--- src/rtl/core/ipbf_pkg.sv ---
// Shared types, codes and constants for the IPv4 blocklist filter and flow counter.
`default_nettype none

package ipbf_pkg;

	localparam int BLOCK_SLOTS_DEF = 16;
	localparam int FLOW_SLOTS_DEF  = 256;

	localparam logic [15:0] ETYPE_IPV4  = 16'h0800;
	localparam logic [15:0] FRAG_MORE   = 16'h2000;
	localparam logic [15:0] FRAG_OFFSET = 16'h1FFF;
	localparam logic [7:0]  PROTO_GRE   = 8'd47;

	localparam logic [1:0] CMD_CLASSIFY  = 2'd0;
	localparam logic [1:0] CMD_BL_WRITE  = 2'd1;
	localparam logic [1:0] CMD_FLOW_READ = 2'd2;

	localparam int CFG_IDX_W  = 4;
	localparam int CFG_DATA_W = 32;
	localparam logic [CFG_IDX_W-1:0] CFG_ISOLATE  = 4'd0;
	localparam logic [CFG_IDX_W-1:0] CFG_BLOCK_EN = 4'd1;

	typedef struct packed {
		logic [1:0]  command;
		logic [15:0] ether_type;
		logic [15:0] frag_field;
		logic [7:0]  ip_protocol;
		logic [31:0] source_address;
		logic [31:0] dest_address;
		logic [15:0] packet_length;
		logic [7:0]  slot_index;
		logic [31:0] entry_value;
	} item_t;

	typedef struct packed {
		logic        verdict;
		logic        counted;
		logic        table_full;
		logic        read_valid;
		logic [31:0] read_source;
		logic [31:0] read_dest;
		logic [31:0] read_bytes;
	} result_t;

	// controller to datapath
	typedef struct packed {
		logic load;
		logic bscan;
		logic fscan;
		logic blk_wr;
		logic rd_slot;
		logic upd_rd;
		logic upd_wr;
		logic flow_new;
		logic set_drop;
		logic set_counted;
		logic set_full;
		logic set_read;
	} dp_cmd_t;

	// datapath to controller
	typedef struct packed {
		logic [1:0] command;
		logic       isolate;
		logic       block_en;
		logic       parse_pass;
		logic       bscan_done;
		logic       blk_hit;
		logic       fscan_done;
		logic       flow_hit;
		logic       flow_free;
	} dp_status_t;

endpackage

`default_nettype wire

--- src/rtl/core/ipbf_ctrl.sv ---
// Controller: sequences decode, blocklist scan, flow scan, update, flow read and result beat.
`default_nettype none

module ipbf_ctrl (
	input  logic                  clk,
	input  logic                  arst_n,
	input  logic                  start,
	input  ipbf_pkg::dp_status_t  status,
	output ipbf_pkg::dp_cmd_t     cmd,
	output logic                  busy,
	output logic                  done
);
	import ipbf_pkg::*;

	typedef enum logic [7:0] {
		S_IDLE   = 8'b0000_0001,
		S_DECODE = 8'b0000_0010,
		S_BSCAN  = 8'b0000_0100,
		S_FSCAN  = 8'b0000_1000,
		S_UPD_RD = 8'b0001_0000,
		S_UPD_WR = 8'b0010_0000,
		S_READ   = 8'b0100_0000,
		S_DONE   = 8'b1000_0000
	} state_t;

	state_t state_q;
	state_t state_d;

	always_comb begin
		cmd     = '0;
		state_d = state_q;
		case (state_q)
			S_IDLE: begin
				if (start) begin
					cmd.load = 1'b1;
					state_d  = S_DECODE;
				end
			end
			S_DECODE: begin
				case (status.command)
					CMD_CLASSIFY: begin
						if (status.isolate) begin
							cmd.set_drop = 1'b1;
							state_d      = S_DONE;
						end else if (!status.parse_pass) begin
							state_d = S_DONE;
						end else if (status.block_en) begin
							state_d = S_BSCAN;
						end else begin
							state_d = S_FSCAN;
						end
					end
					CMD_BL_WRITE: begin
						cmd.blk_wr = 1'b1;
						state_d    = S_DONE;
					end
					CMD_FLOW_READ: begin
						cmd.rd_slot = 1'b1;
						state_d     = S_READ;
					end
					default: begin
						state_d = S_DONE;
					end
				endcase
			end
			S_BSCAN: begin
				cmd.bscan = 1'b1;
				if (status.bscan_done) begin
					if (status.blk_hit) begin
						cmd.set_drop = 1'b1;
						state_d      = S_DONE;
					end else begin
						state_d = S_FSCAN;
					end
				end
			end
			S_FSCAN: begin
				cmd.fscan = 1'b1;
				if (status.fscan_done) begin
					if (status.flow_hit) begin
						state_d = S_UPD_RD;
					end else if (status.flow_free) begin
						cmd.flow_new    = 1'b1;
						cmd.set_counted = 1'b1;
						state_d         = S_DONE;
					end else begin
						cmd.set_full = 1'b1;
						state_d      = S_DONE;
					end
				end
			end
			S_UPD_RD: begin
				cmd.upd_rd = 1'b1;
				state_d    = S_UPD_WR;
			end
			S_UPD_WR: begin
				cmd.upd_wr      = 1'b1;
				cmd.set_counted = 1'b1;
				state_d         = S_DONE;
			end
			S_READ: begin
				cmd.set_read = 1'b1;
				state_d      = S_DONE;
			end
			S_DONE: begin
				state_d = S_IDLE;
			end
			default: begin
				state_d = S_IDLE;
			end
		endcase
	end

	always_ff @(posedge clk or negedge arst_n) begin
		if (!arst_n) begin
			state_q <= S_IDLE;
		end else begin
			state_q <= state_d;
		end
	end

	assign busy = (state_q != S_IDLE);
	assign done = (state_q == S_DONE);

	a_accept_decodes: assert property (@(posedge clk) disable iff (!arst_n)
		(start && !busy) |=> (state_q == S_DECODE))
		else $error("accepted item not decoded");

	a_done_frees: assert property (@(posedge clk) disable iff (!arst_n)
		done |=> !busy)
		else $error("still busy after result beat");

	a_bscan_enabled: assert property (@(posedge clk) disable iff (!arst_n)
		(state_q == S_BSCAN) |-> (status.block_en && !status.isolate))
		else $error("blocklist scan while blocking disabled");

endmodule

`default_nettype wire

--- config.mk ---
export PLATFORM = sky130hd
export DESIGN_NAME = ipbf_ctrl
export DESIGN_NICKNAME = d
export VERILOG_FILES = /design/src/rtl/core/ipbf_pkg.sv /design/src/rtl/core/ipbf_ctrl.sv
export SDC_FILE = /design/constraint.sdc
export NUM_CORES = 1
export LEC_CHECK = 0
export ABC_AREA = 1
export BUFFER_PORTS_ARGS = -buffer_cell sky130_fd_sc_hd__buf_2
export CAP_MARGIN = 20
export CORE_AREA = 2 2 39 41
export CTS_BUF_LIST = sky130_fd_sc_hd__clkbuf_8
export CTS_CLUSTER_SIZE = 30
export DETAILED_ROUTE_END_ITERATION = 10
export DIE_AREA = 0 0 41 43
export PLACE_DENSITY = 0.8
export SYNTH_ARGS = -nofsm -noshare
export SYNTH_HDL_FRONTEND = slang
export SYNTH_SLANG_ARGS = --single-unit
--- constraint.sdc ---
create_clock -name clk -period 3.67 [get_ports clk]
set_clock_uncertainty 0.2 [all_clocks]
set_input_delay 0.734 -clock clk [delete_from_list [all_inputs] [get_ports clk]]
set_output_delay 0.734 -clock clk [all_outputs]
set_load 0.03 [all_outputs]
==> results.txt <==
status -> finished clean
Skew-Pair Late Insertion Delay -> 0.23 ns
Avg Vias per Cell -> 4.46
I/O Buffers -> 26
Rows -> 14
# setup viols final -> 0
Clock Path Buffers -> 2
hold buffers post-CTS -> 0
final setup margin -> 1.20 ns
FMAX -> 405 MHz
Worst VDD drop -> 0.390 mV
synthesized cell area -> 669 sq um
ANT nets after route -> 0
required time worst endpoint -> 2.74 ns
drt drc -> 0
Async SR Flop Fraction -> 1.00
post-synthesis sequential area ratio -> 0.301
Die W -> 41 microns
total grt overflow -> 0
CTS buffer count -> 3
DP Cell Count -> 150
fin. max-slew vios -> 0
Yosys top cell area share -> 0.262
Routed WL -> 1410 microns
Setup Fix Bufs, Post-CTS -> 0
MaxCap Viol Count -> 0
most common cell in the netlist -> nand2_1
ys flop type -> dfrtp_1
hpwl dp -> 1180 microns
post-CTS resize count -> 0
Tot GR Track Use -> 0.209
share of cells above drive strength 1 -> 0.370
Commonest cells post-synth -> nand2_1 (25), nor2_1 (23), inv_1 (18)
vias in the first global route -> 650
Yosys cell types -> 16
Avg Synthesized Cell Area -> 6.20 sq um
via count -> 687
Post-synth EDFFs -> 0
clock period minus final worst setup slack -> 2.47 ns
Core Area -> 0.00138 sq mm
gpl congestion -> 0.751
Hold Slack -> 0.132 ns
Clock transition at path regs -> 0.04 ns
leak pwr -> 0.548 nW
router iterations before antenna repair -> 4
final std cells w/o fill -> 154
Critical Path AT -> 1.53 ns
Cell Pwr Density -> 483 mW/mm^2
Place WS -> 1.40 ns
final net count -> 152
crit start category -> flop
critical path class -> reg2out
CTS Sinks -> 8
Worst Tran Pin Value -> 0.220 ns
die height -> 43 microns
Biggest register -> state_q
global-route wire length before repair -> 2490 microns
Die ar. -> 0.00176 sq mm
Slew headroom -> 0.852
largest net degree at the start of global routing -> 9
H-Tree Depth -> 1
flops & latches, synth -> 8
initial antenna violation count -> 0
Layout area overhead -> 29.2%
Largest regs -> state_q (8)
Largest register FFs -> 8
Wirelength per Cell -> 9.12 microns
largest cells by area after synthesis -> dfrtp_1 (26%), nand2_1 (14%), nor2_1 (13%), inv_1 (10%), nand2_4 (6.7%)
syn nets -> 121
worst hold path class -> in2async
Top-Level Pins -> 27
CP Capture Type -> output port
Synth warnings -> 0
Post-Synthesis Cells -> 108
CP max FO -> 5
RSZ-0062 raised after global routing -> false
Setup TNS Final -> 0 ns
area leader, netlist -> dfrtp_1
clk root buf -> clkbuf_8
CTS tree -> yes
Ant. Diodes -> 0
period utilisation layout -> 0.672
initial core utilization -> 0.484
Fin. Hold Viols -> 0
DRT iter0 DRCs -> 2
[worst paths after layout]
kind                                 start          to  slack, ns  depth (start not counted)
worst max register to register  state_q[0]  state_q[7]       2.14                          9
worst min register to register  state_q[4]  state_q[5]       0.48                          4
min in group clk                state_q[4]  state_q[5]       0.48                          4
max in group asynchronous           arst_n  state_q[0]       2.90                          1
worst max-delay path            state_q[5]      cmd[2]       1.20                          8
worst min-delay path                arst_n  state_q[7]       0.13                          1
[critical path, cell delays in order, from the launching register on]
cell and delay [ns]:
dfrtp_1 0.39, nor2_2 0.19, nand2_4 0.10, inv_8 0.08, nand2_4 0.06, nor2_1 0.08, nand2_1 0.08, o21ai_1 0.11
buf_2 0.20
[power breakdown]
part           switching, mW  internal [mW]
logic                  0.138         0.0594
registers            0.00852          0.105
clock network         0.0348         0.0724
total                  0.181          0.236
[routing by layer]
metal / up-vias / routed length, microns / global-route usage
met3: 2 / 54 / 0.0471
met5: - / 0 / 0
met1: 288 / 611 / 0.257
li1: 381 / - / -
met4: 0 / 11 / 0.100
met2: 16 / 728 / 0.328
[per-stage QoR]
step                      cell area [sq um]  power (mW)   util
after global placement                  820       0.309  0.592
after CTS                               865       0.422  0.625
after global routing                    865       0.450  0.625
final                                   865       0.418  0.625
after detailed placement                820       0.314  0.592
after floorplan                         669       0.269      -
[kinds of logic (layout without fill, tap and decap cells)]
logic type	after synthesis	after routing	synth area share
AO/OA/AOI/OAI	4	4	0.0299
buffers and inverters	23	53	0.140
flip-flops	8	8	0.301
AND/OR/NAND/NOR	73	73	0.529
[cell usage in the layout (no fill, tap or decap)]
master	Yosys	layout
buf_2	0	26
nand2_1	25	25
nor2_1	23	23
inv_1	18	19
dfrtp_1	7	7
nor2_2	6	6
nand3_1	6	6
inv_2	4	4
nand2_2	4	4
nand2_4	4	4
nor3_1	3	3
clkbuf_8	0	3
o21ai_0	2	2
o21ai_1	2	2
inv_8	1	1
nor2_4	1	1
nand3_2	1	1
dfstp_2	1	1
[final cells by class]
cell class / instances / area, sq um
fill: 125 / 519
clock inverter: 1 / 3.75
timing repair buffer: 26 / 130
multi-input combinational: 77 / 374
tap: 16 / 20.0
sequential: 8 / 201
clock buffer: 3 / 41.3
inverter: 23 / 93.8
No activity file was read; power rests on OpenSTA's default activity.
